`src/adlm_pkg.sv`:
```
package adlm_pkg;

  // Field widths
  localparam int unsigned PHASE_W  = 3;
  localparam int unsigned STEP_W   = 20;
  localparam int unsigned ANGLE_W  = 16;
  localparam int unsigned THR_W    = 15;
  localparam int unsigned TIME_W   = 32;
  localparam int unsigned REASON_W = 3;
  localparam int unsigned MAG_W    = ANGLE_W + 1;
  localparam int unsigned TRIG_SQ_W = 2 * THR_W;
  localparam int unsigned RATE_SQ_W = 32;

  // Configuration bus
  localparam int unsigned PADDR_W = 5;
  localparam int unsigned PDATA_W = 32;
  localparam int unsigned REG_IDX_W = 3;

  // Register indexes
  localparam logic [REG_IDX_W-1:0] REG_TILT_TRIGGER   = 3'd0;
  localparam logic [REG_IDX_W-1:0] REG_TILT_CLEAR     = 3'd1;
  localparam logic [REG_IDX_W-1:0] REG_RATE_TRIGGER   = 3'd2;
  localparam logic [REG_IDX_W-1:0] REG_VIOL_TIME_NEED = 3'd3;
  localparam logic [REG_IDX_W-1:0] REG_QUIET_TIME_NEED = 3'd4;
  localparam logic [REG_IDX_W-1:0] REG_MAX_STEP_TIME  = 3'd5;

  // Register reset values
  localparam logic [THR_W-1:0]  TILT_TRIGGER_RST   = 15'd1430;
  localparam logic [THR_W-1:0]  TILT_CLEAR_RST     = 15'd715;
  localparam logic [THR_W-1:0]  RATE_TRIGGER_RST   = 15'd8192;
  localparam logic [TIME_W-1:0] VIOL_TIME_NEED_RST = 32'd300000;
  localparam logic [TIME_W-1:0] QUIET_TIME_NEED_RST = 32'd500000;
  localparam logic [STEP_W-1:0] MAX_STEP_TIME_RST  = 20'd100000;
  localparam logic [TRIG_SQ_W-1:0] RATE_TRIG_SQ_RST =
    TRIG_SQ_W'(RATE_TRIGGER_RST) * TRIG_SQ_W'(RATE_TRIGGER_RST);

  // Bounds of the landing phase range that authorizes monitoring
  localparam logic [PHASE_W-1:0] PHASE_FINAL_DESCENT = 3'd1;
  localparam logic [PHASE_W-1:0] PHASE_TOUCHDOWN_HOLD = 3'd3;

  // Reason codes
  typedef enum logic [REASON_W-1:0] {
    RSN_UNAUTHORIZED = 3'd0,
    RSN_INVALID      = 3'd1,
    RSN_SUSTAINED_RATE = 3'd2,
    RSN_SUSTAINED_TILT = 3'd3,
    RSN_TRANSIENT    = 3'd4,
    RSN_SAFE         = 3'd5
  } reason_t;

  // Configuration seen by the datapath
  typedef struct packed {
    logic [THR_W-1:0]     tilt_trigger;
    logic [THR_W-1:0]     tilt_clear;
    logic [TRIG_SQ_W-1:0] rate_trig_sq;
    logic [TIME_W-1:0]    viol_time_need;
    logic [TIME_W-1:0]    quiet_time_need;
    logic [STEP_W-1:0]    max_step_time;
  } adlm_cfg_t;

  // One captured input sample
  typedef struct packed {
    logic                      enable;
    logic [PHASE_W-1:0]        landing_phase;
    logic                      sample_valid;
    logic [STEP_W-1:0]         step_time;
    logic signed [ANGLE_W-1:0] roll_angle;
    logic signed [ANGLE_W-1:0] pitch_angle;
    logic signed [ANGLE_W-1:0] rate_x;
    logic signed [ANGLE_W-1:0] rate_y;
  } adlm_item_t;

  // Magnitude of a two's complement Q2.13 value (0x8000 gives 32768)
  function automatic logic [MAG_W-1:0] mag16(input logic [ANGLE_W-1:0] raw);
    logic [MAG_W-1:0] ext;
    ext = {1'b0, raw};
    if (raw[ANGLE_W-1]) begin
      return (MAG_W'(1) << ANGLE_W) - ext;
    end
    return ext;
  endfunction

  // Saturating 32-bit accumulate of a step time
  function automatic logic [TIME_W-1:0] sat_add(input logic [TIME_W-1:0] acc,
                                                input logic [STEP_W-1:0] step);
    logic [TIME_W:0] sum;
    sum = {1'b0, acc} + (TIME_W + 1)'(step);
    if (sum[TIME_W]) begin
      return '1;
    end
    return sum[TIME_W-1:0];
  endfunction

endpackage

```
`src/adlm_if.sv`:
```
interface adlm_in_if;
  import adlm_pkg::*;

  logic                      valid;
  logic                      ready;
  logic                      enable;
  logic [PHASE_W-1:0]        landing_phase;
  logic                      sample_valid;
  logic [STEP_W-1:0]         step_time;
  logic signed [ANGLE_W-1:0] roll_angle;
  logic signed [ANGLE_W-1:0] pitch_angle;
  logic signed [ANGLE_W-1:0] rate_x;
  logic signed [ANGLE_W-1:0] rate_y;

  modport source (
    output valid, enable, landing_phase, sample_valid, step_time,
           roll_angle, pitch_angle, rate_x, rate_y,
    input  ready
  );

  modport sink (
    input  valid, enable, landing_phase, sample_valid, step_time,
           roll_angle, pitch_angle, rate_x, rate_y,
    output ready
  );
endinterface

interface adlm_out_if;
  import adlm_pkg::*;

  logic                  valid;
  logic                  ready;
  logic                  sample_accepted;
  logic                  warning_now;
  logic                  recovery_request;
  logic [TIME_W-1:0]     violation_time;
  logic [ANGLE_W-1:0]    tilt_error;
  logic [REASON_W-1:0]   reason_code;

  modport source (
    output valid, sample_accepted, warning_now, recovery_request,
           violation_time, tilt_error, reason_code,
    input  ready
  );

  modport sink (
    input  valid, sample_accepted, warning_now, recovery_request,
           violation_time, tilt_error, reason_code,
    output ready
  );
endinterface

```
`src/adlm_regs.sv`:
```
module adlm_regs (
  input  logic                          clk,
  input  logic                          rst_n,
  input  logic                          psel,
  input  logic                          penable,
  input  logic                          pwrite,
  input  logic [adlm_pkg::PADDR_W-1:0]  paddr,
  input  logic [adlm_pkg::PDATA_W-1:0]  pwdata,
  output logic [adlm_pkg::PDATA_W-1:0]  prdata,
  output logic                          pready,
  output adlm_pkg::adlm_cfg_t           cfg
);
  import adlm_pkg::*;

  logic [THR_W-1:0]     tilt_trigger_r;
  logic [THR_W-1:0]     tilt_clear_r;
  logic [THR_W-1:0]     rate_trigger_r;
  logic [TIME_W-1:0]    viol_time_need_r;
  logic [TIME_W-1:0]    quiet_time_need_r;
  logic [STEP_W-1:0]    max_step_time_r;
  logic [TRIG_SQ_W-1:0] rate_trig_sq_r;

  logic                 wr_en;
  logic [REG_IDX_W-1:0] reg_idx;

  assign pready  = 1'b1;
  assign wr_en   = psel & penable & pwrite & pready;
  assign reg_idx = paddr[PADDR_W-1:2];

  // Register writes; the squared rate trigger is loaded together with rate_trigger_r
  always_ff @(posedge clk) begin
    if (!rst_n) begin
      tilt_trigger_r    <= TILT_TRIGGER_RST;
      tilt_clear_r      <= TILT_CLEAR_RST;
      rate_trigger_r    <= RATE_TRIGGER_RST;
      rate_trig_sq_r    <= RATE_TRIG_SQ_RST;
      viol_time_need_r  <= VIOL_TIME_NEED_RST;
      quiet_time_need_r <= QUIET_TIME_NEED_RST;
      max_step_time_r   <= MAX_STEP_TIME_RST;
    end else if (wr_en) begin
      case (reg_idx)
        REG_TILT_TRIGGER:    tilt_trigger_r    <= pwdata[THR_W-1:0];
        REG_TILT_CLEAR:      tilt_clear_r      <= pwdata[THR_W-1:0];
        REG_RATE_TRIGGER: begin
          rate_trigger_r <= pwdata[THR_W-1:0];
          rate_trig_sq_r <= TRIG_SQ_W'(pwdata[THR_W-1:0]) * TRIG_SQ_W'(pwdata[THR_W-1:0]);
        end
        REG_VIOL_TIME_NEED:  viol_time_need_r  <= pwdata[TIME_W-1:0];
        REG_QUIET_TIME_NEED: quiet_time_need_r <= pwdata[TIME_W-1:0];
        REG_MAX_STEP_TIME:   max_step_time_r   <= pwdata[STEP_W-1:0];
        default: ;
      endcase
    end
  end

  // Read back
  always_comb begin
    case (reg_idx)
      REG_TILT_TRIGGER:    prdata = PDATA_W'(tilt_trigger_r);
      REG_TILT_CLEAR:      prdata = PDATA_W'(tilt_clear_r);
      REG_RATE_TRIGGER:    prdata = PDATA_W'(rate_trigger_r);
      REG_VIOL_TIME_NEED:  prdata = PDATA_W'(viol_time_need_r);
      REG_QUIET_TIME_NEED: prdata = PDATA_W'(quiet_time_need_r);
      REG_MAX_STEP_TIME:   prdata = PDATA_W'(max_step_time_r);
      default:             prdata = '0;
    endcase
  end

  assign cfg.tilt_trigger    = tilt_trigger_r;
  assign cfg.tilt_clear      = tilt_clear_r;
  assign cfg.rate_trig_sq    = rate_trig_sq_r;
  assign cfg.viol_time_need  = viol_time_need_r;
  assign cfg.quiet_time_need = quiet_time_need_r;
  assign cfg.max_step_time   = max_step_time_r;

endmodule

```
`src/attitude_divergence_latch_monitor_core.sv`:
```
// Channel  Dir  Handshake             Payload
// in_ch    in   valid/ready           enable, phase, valid flag, step, roll, pitch, rates
// out_ch   out  valid/ready           accepted, warning, request, time, tilt, reason
// cfg      in   APB psel/penable      six registers at byte address 4*index
//
// One sample per cycle sustained while out_ch is ready; each sample passes from acceptance to result
// through the input register, then the evaluation and state update into the result register.
// Consecutive samples see each other's state updates without bubbles.
// Synchronous active-low reset clears the accumulators, the latch and both valid stages.
// A stalled result holds; the input register still takes one more transaction behind it.
module attitude_divergence_latch_monitor_core (
  input  logic                          clk,
  input  logic                          rst_n,
  adlm_in_if.sink                       in_ch,
  adlm_out_if.source                    out_ch,
  input  logic                          psel,
  input  logic                          penable,
  input  logic                          pwrite,
  input  logic [adlm_pkg::PADDR_W-1:0]  paddr,
  input  logic [adlm_pkg::PDATA_W-1:0]  pwdata,
  output logic [adlm_pkg::PDATA_W-1:0]  prdata,
  output logic                          pready
);
  import adlm_pkg::*;

  adlm_cfg_t  cfg;

  // Input stage
  logic       s1_valid_r;
  adlm_item_t item_r;
  logic       s1_move;
  logic       in_take;

  // Monitor state
  logic [TIME_W-1:0] viol_acc_r,  viol_acc_nxt;
  logic [TIME_W-1:0] quiet_acc_r, quiet_acc_nxt;
  logic              latch_r,     latch_nxt;

  // Result register
  logic               out_valid_r;
  logic               accepted_r,  accepted_nxt;
  logic               warning_r,   warning_nxt;
  logic               request_r,   request_nxt;
  logic [TIME_W-1:0]  vtime_r,     vtime_nxt;
  logic [ANGLE_W-1:0] tilt_err_r,  tilt_err_nxt;
  reason_t            reason_r,    reason_nxt;

  // Evaluation terms
  logic                 authorized;
  logic                 invalid;
  logic [MAG_W-1:0]     abs_roll, abs_pitch, tilt;
  logic [MAG_W-1:0]     abs_rx, abs_ry;
  logic [RATE_SQ_W-1:0] rx_sq, ry_sq, rate_sq;
  logic                 rate_hit;
  logic                 violation;
  logic [TIME_W-1:0]    viol_sum, quiet_sum;

  adlm_regs u_regs (
    .clk     (clk),
    .rst_n   (rst_n),
    .psel    (psel),
    .penable (penable),
    .pwrite  (pwrite),
    .paddr   (paddr),
    .pwdata  (pwdata),
    .prdata  (prdata),
    .pready  (pready),
    .cfg     (cfg)
  );

  // Pipeline flow control
  assign s1_move     = s1_valid_r & (~out_valid_r | out_ch.ready);
  assign in_ch.ready = ~s1_valid_r | s1_move;
  assign in_take     = in_ch.valid & in_ch.ready;

  always_ff @(posedge clk) begin
    if (!rst_n) begin
      s1_valid_r <= 1'b0;
    end else if (in_ch.ready) begin
      s1_valid_r <= in_ch.valid;
    end
  end

  always_ff @(posedge clk) begin
    if (in_take) begin
      item_r.enable        <= in_ch.enable;
      item_r.landing_phase <= in_ch.landing_phase;
      item_r.sample_valid  <= in_ch.sample_valid;
      item_r.step_time     <= in_ch.step_time;
      item_r.roll_angle    <= in_ch.roll_angle;
      item_r.pitch_angle   <= in_ch.pitch_angle;
      item_r.rate_x        <= in_ch.rate_x;
      item_r.rate_y        <= in_ch.rate_y;
    end
  end

  // Sample qualification
  assign authorized = item_r.enable &&
                      (item_r.landing_phase >= PHASE_FINAL_DESCENT) &&
                      (item_r.landing_phase <= PHASE_TOUCHDOWN_HOLD);
  assign invalid    = !item_r.sample_valid || (item_r.step_time == '0) ||
                      (item_r.step_time > cfg.max_step_time);

  // Tilt and rate triggers
  assign abs_roll  = mag16(item_r.roll_angle);
  assign abs_pitch = mag16(item_r.pitch_angle);
  assign tilt      = (abs_roll > abs_pitch) ? abs_roll : abs_pitch;
  assign abs_rx    = mag16(item_r.rate_x);
  assign abs_ry    = mag16(item_r.rate_y);
  assign rx_sq     = RATE_SQ_W'(abs_rx) * RATE_SQ_W'(abs_rx);
  assign ry_sq     = RATE_SQ_W'(abs_ry) * RATE_SQ_W'(abs_ry);
  assign rate_sq   = rx_sq + ry_sq;
  assign rate_hit  = rate_sq >= RATE_SQ_W'(cfg.rate_trig_sq);
  assign violation = (tilt >= MAG_W'(cfg.tilt_trigger)) || rate_hit;

  assign viol_sum  = sat_add(viol_acc_r, item_r.step_time);
  assign quiet_sum = sat_add(quiet_acc_r, item_r.step_time);

  // State update and result
  always_comb begin
    viol_acc_nxt  = viol_acc_r;
    quiet_acc_nxt = quiet_acc_r;
    latch_nxt     = latch_r;
    accepted_nxt  = 1'b0;
    warning_nxt   = 1'b0;
    request_nxt   = 1'b0;
    vtime_nxt     = viol_acc_r;
    tilt_err_nxt  = '0;
    reason_nxt    = RSN_UNAUTHORIZED;

    if (!authorized) begin
      viol_acc_nxt  = '0;
      quiet_acc_nxt = '0;
      latch_nxt     = 1'b0;
    end else if (invalid) begin
      request_nxt = latch_r;
      reason_nxt  = RSN_INVALID;
    end else begin
      if (violation) begin
        viol_acc_nxt  = viol_sum;
        quiet_acc_nxt = '0;
        if (viol_sum >= cfg.viol_time_need) begin
          latch_nxt = 1'b1;
        end
      end else if (tilt <= MAG_W'(cfg.tilt_clear)) begin
        quiet_acc_nxt = quiet_sum;
        if (!latch_r && (quiet_sum >= cfg.quiet_time_need)) begin
          viol_acc_nxt = '0;
        end
      end else begin
        quiet_acc_nxt = '0;
      end

      accepted_nxt = 1'b1;
      warning_nxt  = violation;
      request_nxt  = latch_nxt;
      vtime_nxt    = viol_acc_nxt;
      tilt_err_nxt = tilt[ANGLE_W-1:0];
      if (latch_nxt) begin
        reason_nxt = rate_hit ? RSN_SUSTAINED_RATE : RSN_SUSTAINED_TILT;
      end else begin
        reason_nxt = violation ? RSN_TRANSIENT : RSN_SAFE;
      end
    end
  end

  always_ff @(posedge clk) begin
    if (!rst_n) begin
      viol_acc_r  <= '0;
      quiet_acc_r <= '0;
      latch_r     <= 1'b0;
      out_valid_r <= 1'b0;
    end else begin
      if (s1_move) begin
        viol_acc_r  <= viol_acc_nxt;
        quiet_acc_r <= quiet_acc_nxt;
        latch_r     <= latch_nxt;
      end
      if (s1_move) begin
        out_valid_r <= 1'b1;
      end else if (out_ch.ready) begin
        out_valid_r <= 1'b0;
      end
    end
  end

  always_ff @(posedge clk) begin
    if (s1_move) begin
      accepted_r <= accepted_nxt;
      warning_r  <= warning_nxt;
      request_r  <= request_nxt;
      vtime_r    <= vtime_nxt;
      tilt_err_r <= tilt_err_nxt;
      reason_r   <= reason_nxt;
    end
  end

  // Result channel
  assign out_ch.valid            = out_valid_r;
  assign out_ch.sample_accepted  = accepted_r;
  assign out_ch.warning_now      = warning_r;
  assign out_ch.recovery_request = request_r;
  assign out_ch.violation_time   = vtime_r;
  assign out_ch.tilt_error       = tilt_err_r;
  assign out_ch.reason_code      = reason_r;

endmodule
```
`src/flat_wrapper.sv`:
```
// flat-port wrapper written by rule: the top's interface ports become plain ports
module attitude_divergence_latch_monitor_core_flat import adlm_pkg::*;
  (clk, rst_n, psel, penable, pwrite, paddr, pwdata, prdata, pready, in_ch_valid, in_ch_enable, in_ch_landing_phase, in_ch_sample_valid, in_ch_step_time, in_ch_roll_angle, in_ch_pitch_angle, in_ch_rate_x, in_ch_rate_y, in_ch_ready, out_ch_valid, out_ch_sample_accepted, out_ch_warning_now, out_ch_recovery_request, out_ch_violation_time, out_ch_tilt_error, out_ch_reason_code, out_ch_ready);
  adlm_in_if in_ch_i ();
  adlm_out_if out_ch_i ();
  input  logic clk;
  input  logic rst_n;
  input  logic psel;
  input  logic penable;
  input  logic pwrite;
  input  logic [adlm_pkg::PADDR_W-1:0] paddr;
  input  logic [adlm_pkg::PDATA_W-1:0] pwdata;
  output logic [adlm_pkg::PDATA_W-1:0] prdata;
  output logic pready;
  input wire logic [$bits(in_ch_i.valid)-1:0] in_ch_valid;
  input wire logic [$bits(in_ch_i.enable)-1:0] in_ch_enable;
  input wire logic [$bits(in_ch_i.landing_phase)-1:0] in_ch_landing_phase;
  input wire logic [$bits(in_ch_i.sample_valid)-1:0] in_ch_sample_valid;
  input wire logic [$bits(in_ch_i.step_time)-1:0] in_ch_step_time;
  input wire logic [$bits(in_ch_i.roll_angle)-1:0] in_ch_roll_angle;
  input wire logic [$bits(in_ch_i.pitch_angle)-1:0] in_ch_pitch_angle;
  input wire logic [$bits(in_ch_i.rate_x)-1:0] in_ch_rate_x;
  input wire logic [$bits(in_ch_i.rate_y)-1:0] in_ch_rate_y;
  output wire logic [$bits(in_ch_i.ready)-1:0] in_ch_ready;
  output wire logic [$bits(out_ch_i.valid)-1:0] out_ch_valid;
  output wire logic [$bits(out_ch_i.sample_accepted)-1:0] out_ch_sample_accepted;
  output wire logic [$bits(out_ch_i.warning_now)-1:0] out_ch_warning_now;
  output wire logic [$bits(out_ch_i.recovery_request)-1:0] out_ch_recovery_request;
  output wire logic [$bits(out_ch_i.violation_time)-1:0] out_ch_violation_time;
  output wire logic [$bits(out_ch_i.tilt_error)-1:0] out_ch_tilt_error;
  output wire logic [$bits(out_ch_i.reason_code)-1:0] out_ch_reason_code;
  input wire logic [$bits(out_ch_i.ready)-1:0] out_ch_ready;
  assign in_ch_i.valid = in_ch_valid;
  assign in_ch_i.enable = in_ch_enable;
  assign in_ch_i.landing_phase = in_ch_landing_phase;
  assign in_ch_i.sample_valid = in_ch_sample_valid;
  assign in_ch_i.step_time = in_ch_step_time;
  assign in_ch_i.roll_angle = in_ch_roll_angle;
  assign in_ch_i.pitch_angle = in_ch_pitch_angle;
  assign in_ch_i.rate_x = in_ch_rate_x;
  assign in_ch_i.rate_y = in_ch_rate_y;
  assign in_ch_ready = in_ch_i.ready;
  assign out_ch_valid = out_ch_i.valid;
  assign out_ch_sample_accepted = out_ch_i.sample_accepted;
  assign out_ch_warning_now = out_ch_i.warning_now;
  assign out_ch_recovery_request = out_ch_i.recovery_request;
  assign out_ch_violation_time = out_ch_i.violation_time;
  assign out_ch_tilt_error = out_ch_i.tilt_error;
  assign out_ch_reason_code = out_ch_i.reason_code;
  assign out_ch_i.ready = out_ch_ready;
  attitude_divergence_latch_monitor_core u_core (.clk(clk), .rst_n(rst_n), .in_ch(in_ch_i), .out_ch(out_ch_i), .psel(psel), .penable(penable), .pwrite(pwrite), .paddr(paddr), .pwdata(pwdata), .prdata(prdata), .pready(pready));
endmodule
```
`config.mk`:
```
export PLATFORM = sky130hd
export DESIGN_NAME = attitude_divergence_latch_monitor_core_flat
export DESIGN_NICKNAME = d
export VERILOG_FILES = /design/src/adlm_pkg.sv /design/src/adlm_if.sv /design/src/adlm_regs.sv /design/src/attitude_divergence_latch_monitor_core.sv /design/src/flat_wrapper.sv
export SDC_FILE = /design/constraint.sdc
export NUM_CORES = 2
export LEC_CHECK = 0
export BUFFER_PORTS_ARGS = -buffer_cell sky130_fd_sc_hd__buf_4
export CELL_PAD_IN_SITES_DETAIL_PLACEMENT = 1
export CELL_PAD_IN_SITES_GLOBAL_PLACEMENT = 2
export CORE_MARGIN = 8
export CORE_UTILIZATION = 25
export DETAILED_ROUTE_END_ITERATION = 8
export PLACE_DENSITY = 0.55
export REMOVE_ABC_BUFFERS = 1
export SYNTH_ARGS = -nofsm -noshare
export SYNTH_HDL_FRONTEND = slang
export SYNTH_SLANG_ARGS = --single-unit
```
`constraint.sdc`:
```
create_clock -name clk -period 22.9 [get_ports clk]
set_input_delay 3.435 -clock clk [delete_from_list [all_inputs] [get_ports clk]]
set_output_delay 3.435 -clock clk [all_outputs]
set_load 0.01 [all_outputs]
```
# Word-level counts from Yosys, hierarchy flattened
# Cells that the tools add are included.
# totals
register_bits,369
inputBits,133
out_inout_bits,89
# op_classes
addsub,7
multipliers,3
n_lt_le_gt_ge,9
n_eq_ne,6
muxes,43
bitwise_logic,9
n_reduce_logical,19
# op_table
cell,count
$mux W32,14
$pmux W32 S6,1
$mux W17,9
$sub A17 B16 Y17 const A,4
$add A32 B20 Y33,2
$ge A32 B32 Y1,2
$mul A17 B17 Y32,2
$add A32 B32 Y32,1
$ge A32 B30 Y1,1
$mul A15 B15 Y30,1
$gt A20 B20 Y1,1
$logic_not A20 Y1,1
$mux W1,18
$ge A17 B15 Y1,1
$gt A17 B17 Y1,1
$le A17 B15 Y1,1
$reduce_and A2 Y1,7
$eq A3 B2 Y1 const B,2
$eq A3 B3 Y1 const B,2
$and A1 B1 Y1,4
$eq A3 B1 Y1 const B,1
$ge A3 B1 Y1 const B,1
$le A3 B2 Y1 const B,1
$logic_and A1 B1 Y1,3
9 further kinds,15

# Logic depth before layout (Yosys ltp)
# logic_depth
depth_word,12
ltp_mapped,48
depth_no_buf,44

# Hierarchy
# Synthesis repeated with hierarchy kept, for this count alone.
# hier_totals
hier_cells,4792
area_unflattened_um2,43666.9
# modules_own_cells
mod,instances,cells_each,area_each_um2,seq_area_each_um2
attitude_divergence_latch_monitor_core,1,3232,30635.6,5635.4
adlm_regs,1,1560,13031.2,3143.0

# Worst setup path before layout
# OpenSTA, ideal clock, no wires.
# synth_timing
path_type,register to register
startpoint,reg u_core.item_r[21] (netlist name)
endpoint,reg u_core.vtime_r[10] (netlist: u_core.out_ch.violation_time[10]) (data pin)
setup_time_ps,256
t_arrival_ps,11502
slack_ps,11142
stages_incl_launch_ff,42
path_buffers,3
path_cell_list,edfxtp_1 > or4_4 > or4b_1 > or2_2 > o21ai_0 > xnor2_1 > clkinv_1 > nor2_1 > fa_1 > fa_1 > inv_1 > fa_1 > fa_1 > inv_1 > fa_1 > fa_1 > fa_1 > inv_1 > (+6 left out) > a21oi_1 > o21ai_0 > a21oi_1 > or4_1 > nand3_1 > ha_1 > a21oi_1 > nor2b_1 > o21ai_0 > o2111ai_1 > a211oi_1 > or4b_1 > a21o_4 > buf_6 > nand2_2 > inv_2 > buf_2 > a22o_1
# synth_via
elab_chain_len,10
# synth_lines
element,line,source
start: declaration,attitude_divergence_latch_monitor_core.sv:30,adlm_item_t item_r;
$sub A17 B16 Y17,adlm_pkg.sv:78,return (MAG_W'(1) << ANGLE_W) - ext;
$mux W17,adlm_pkg.sv:77,if (raw[ANGLE_W-1]) begin
$mux W17 (*),adlm_pkg.sv:80,return ext;
$mul A17 B17 Y32 (*),attitude_divergence_latch_monitor_core.sv:110,assign rx_sq = RATE_SQ_W'(abs_rx) * RATE_SQ_W'(abs_rx);
$add A32 B32 Y32 (*),attitude_divergence_latch_monitor_core.sv:112,assign rate_sq = rx_sq + ry_sq;
$ge A32 B30 Y1 (*),attitude_divergence_latch_monitor_core.sv:113,assign rate_hit = rate_sq >= RATE_SQ_W'(cfg.rate_trig_sq);
$logic_or A1 B1 Y1 (*),attitude_divergence_latch_monitor_core.sv:114,assign violation = (tilt >= MAG_W'(cfg.tilt_trigger)) || rate_hit;
$mux W32 (*),attitude_divergence_latch_monitor_core.sv:139,if (violation) begin
$mux W32 (*),attitude_divergence_latch_monitor_core.sv:135,end else if (invalid) begin
$mux W32 (*),attitude_divergence_latch_monitor_core.sv:131,if (!authorized) begin
via u_core.vtime_nxt[10],attitude_divergence_latch_monitor_core.sv:44,"logic [TIME_W-1:0] vtime_r, vtime_nxt;"
end signal: assignment,attitude_divergence_latch_monitor_core.sv:192,vtime_r <= vtime_nxt;
end: declaration,attitude_divergence_latch_monitor_core.sv:44,
# Mark *: on every way through the listed nets, which the timed path passes. The rest lies on a longest branch. The select of a mux whose other input is x is not followed.
# A chain may end at the register's enable or synchronous reset.

# Worst setup path in the final report
# layout_timing
startpoint,reg u_core.item_r[21] (netlist name)
endpoint,reg u_core.vtime_r[17] (netlist: u_core.out_ch.violation_time[17]) (data pin)
# The elaborated chain is that of the path after synthesis.

==> results by group <==
Worst setup path
  • CP required: 23350 ps
  • Critical R2R Launch: u_core.item_r[21]
  • Critical path buffer and inverter count: 7
  • Startpoint Class: flip-flop
  • Worst reg2reg path endpoint: u_core.out_ch.violation_time[17]
  • Stages on the worst setup path: 38
  • Crit path largest cell delay: 770 ps
  • Worst R2R Path Depth: 38
  • CP max stage cell: a2111oi_0
  • Worst Setup SP: u_core.item_r[21]
  • Worst path arrival time: 14920 ps
  • Critical path's top delay family: adder cells
  • Crit-path max FO: 30
  • Crit. End Element: flip-flop
  • Critical Path Most Common Cell: fa_1
  • Setup CP Type: reg -> reg
  • R2r setup slk: 8430 ps
  • Worst setup path end: u_core.out_ch.violation_time[17]

CTS
  • Hold-fix buffers, CTS: 0
  • Setup repair bufs after CTS: 0
  • Worst-path clk slew: roughly 60 ps
  • CTS max path bufs: 3
  • Post-CTS Resized: 0
  • CTS tree: built
  • H-tree lvl count: 2
  • Clk_lat worst skew: 670 ps
  • CTS Buf Count: 51
  • Clk Tree Root Cell: clkbuf_16
  • Clock sinks: 367

Synthesis
  • Post-synth cell types: between 90 and 100
  • Synth Area in Compound Gates: 0.135
  • Register area share after synthesis: 0.200
  • YS warnings: 0
  • Mapped cell area: about 44000 um^2
  • Mux cell area share after synthesis: 0.0176
  • Largest family of logic cells by synthesized area: adder cells
  • Synth Register Bits: 367
  • Synth Instances: 4754
  • Post-Synth XOR/XNOR Area: 0.0326
  • Prevailing post-synth register cell: dfxtp_1
  • Asr flop ratio synth: 0
  • Synth top area share: 0.262
  • Area contributors post-synth: fa_1 (26%), ha_1 (14%), dfxtp_1 (10%)
  • Post-Synth Adder-Cell Area: 0.398
  • Area leader, netlist: fa_1
  • Post-Synth Simple-Gate Area: 0.117
  • EDFF count, synth: 143
  • Mapped Avg Cell Area: 9.25 um^2

Global routing
  • First-pass GRT wire length: about 230000 um
  • Pin count of the biggest net entering global routing: 78
  • Aggregate global-route resource usage: 0.157
  • Total gr overflow: 0
  • Initial antenna violation count: 8
  • Vias in the first global route: between 30000 and 40000

Timing
  • Sum of negative setup slack: 0 ps
  • Final min period: 14470 ps
  • PnR worst setup slack: about 8400 ps
  • Final hold vios: 0
  • Slew @ Worst Pin: approximately 1200 ps
  • Setup Viol. Count Final: 0
  • Final count of pins violating max slew: 0
  • Max Clock Skew: 57.0 ps
  • RSZ-0062 raised after global routing: false
  • Worst rel slew slack: 0.217
  • Tcrit/Tclk final: 0.632
  • Fmax: ~70 MHz

Routing
  • Via/cell ratio: 4.49
  • Avg WL per Cell: roughly 20 um
  • DR WL met3: between 3000 and 4000 um
  • DRT antenna net count: 0
  • Met1 Routed Length: 66100 um
  • Routed WL: ~150000 um
  • 1st-iter DRT viols: 1270
  • Wire length on met2: 74500 um
  • Vias: 33100
  • Top Metal Used: met5
  • Drt drc: 0
  • Drt pass-1 iters: 5

Finish
  • Fraction of layout instances using a drive strength above 1: 0.0826
  • Most frequent cells in the layout: inv_1 (968), fa_1 (575), nand2_1 (545), ha_1 (478), buf_4 (268)
  • Final design utilization: 0.287
  • Fillers: 20500
  • Register Area: 8780 um^2
  • NumNets Final: 6177
  • Area of the multi-input gates: between 30000 and 40000 um^2
  • Commonest non-fill, non-tap cell in the layout: inv_1
  • Area growth syn-to-layout: 14.4%

Outcome
  • Status: completed

Placed design
  • Placer Congestion: 0.800
  • Dpl hpwl: 124000 um
  • IO buf count: 218
  • Placement Setup Slack: about 8300 ps

Worst hold path
  • Min-delay worst type: reg -> reg

Floorplan
  • Chip Height: 435 um
  • Core Rows: between 150 and 200
  • Die width: 435 um
  • Core area: 175000 um^2
  • Initial Utilization: 0.251
  • Ports: 222
  • Die area: around 190000 um^2

Flow run
  • Max cap viols: 0
[stage by stage]
step / instance area [um^2] / hold slack (ps) / cells
after CTS: 50300 / 457 / 7374
after global placement: 48600 / 441 / 7278
after global routing: 50300 / 480 / 7375
final: 50300 / 457 / 7377
after detailed placement: 48600 / 449 / 7278
after floorplan: 43600 / 430 / 4670
[worst reg2reg max path: cells and delay by family, from the launching register on]
family | cells | cell delay [ps]
XOR/XNOR | 1 | 140
adder cells (fa/ha/maj) | 10 | 4770
AO/OA/AOI/OAI | 9 | 3200
flip-flops | 1 | 510
AND/OR/NAND/NOR | 11 | 4220
buffers and inverters | 7 | 1440
[Yosys cell counts, drive strengths merged (12+ instances only)]
cell	n
inv	972
fa	575
nand2	547
ha	478
dfxtp	224
nor2	219
o21ai	155
edfxtp	143
clkbuf	138
a21oi	132
a21boi	101
and2	99
a22o	89
xnor2	80
xor2	80
a21o	77
o211ai	46
mux2i	40
nand3	40
nand4	34
o21a	33
and3	28
o31ai	28
nor3	26
a211oi	25
buf	24
nor2b	24
or3	23
nand2b	21
o22ai	20
a31oi	17
mux4	15
o2bb2ai	15
or4	15
or2	14
o21bai	12
[cells by family (layout without fill, tap and decap cells)]
group | count (synthesis) | count (layout)
AO/OA/AOI/OAI | 843 | 843
XOR/XNOR | 161 | 161
adder cells (fa/ha/maj) | 1054 | 1054
buffers and inverters | 1145 | 1347
flip-flops | 367 | 367
multiplexers | 58 | 58
other | 2 | 83
AND/OR/NAND/NOR | 1124 | 1124
[per-layer routing]
| layer | track usage | vias up |
|---|---|---|
| met2 | 0.281 | 375 |
| met4 | 0.0489 | 8 |
| met5 | 0 | - |
| met1 | 0.199 | 16700 |
| met3 | 0.0171 | 155 |
| li1 | - | 15900 |
[registers in the layout, indices dropped and copies added (netlist names)]
register and flops:
u_core.latch_r 1, u_core.u_regs.viol_time_need_r 32, u_core.u_regs.tilt_trigger_r 15, u_core.out_ch.reason_code 3
u_core.out_ch.valid 1, u_core.s1_valid_r 1, u_core.out_ch.tilt_error 16, u_core.viol_acc_r 32
u_core.item_r 89, u_core.out_ch.warning_now 1, u_core.u_regs.rate_trig_sq_r 28, u_core.out_ch.recovery_request 1
u_core.u_regs.tilt_clear_r 15, u_core.out_ch.violation_time 32, u_core.out_ch.sample_accepted 1, u_core.u_regs.rate_trigger_r 15
u_core.u_regs.quiet_time_need_r 32, u_core.u_regs.max_step_time_r 20, u_core.quiet_acc_r 32
[final cells by class]
class,instances,share of cell area
timing repair buffer,268,0.0400
clock buffer,61,0.0263
clock inverter,35,0.00786
inverter,983,0.0735
multi-input combinational,3320,0.619
sequential,367,0.175
antenna,3,0.000149
tap,2340,0.0582
[worst min-delay path by stage]
stage / from / to / slack (ps) / cells past startpoint
2_1_floorplan: u_core.quiet_acc_r[0] / u_core.quiet_acc_r[0] / 430 / 2
3_3_place_gp: u_core.quiet_acc_r[0] / u_core.quiet_acc_r[0] / 440 / 2
3_5_place_dp: u_core.quiet_acc_r[0] / u_core.quiet_acc_r[0] / 450 / 2
4_1_cts: u_core.quiet_acc_r[0] / u_core.quiet_acc_r[0] / 460 / 2
5_1_grt: u_core.u_regs.rate_trigger_r[7] / u_core.u_regs.rate_trigger_r[7] / 480 / 2
6_report: u_core.quiet_acc_r[0] / u_core.quiet_acc_r[0] / 460 / 2
Power is left out: the tool's default activity adds up to more than one toggle a clock period on the data nets, which glitch-free logic cannot reach.
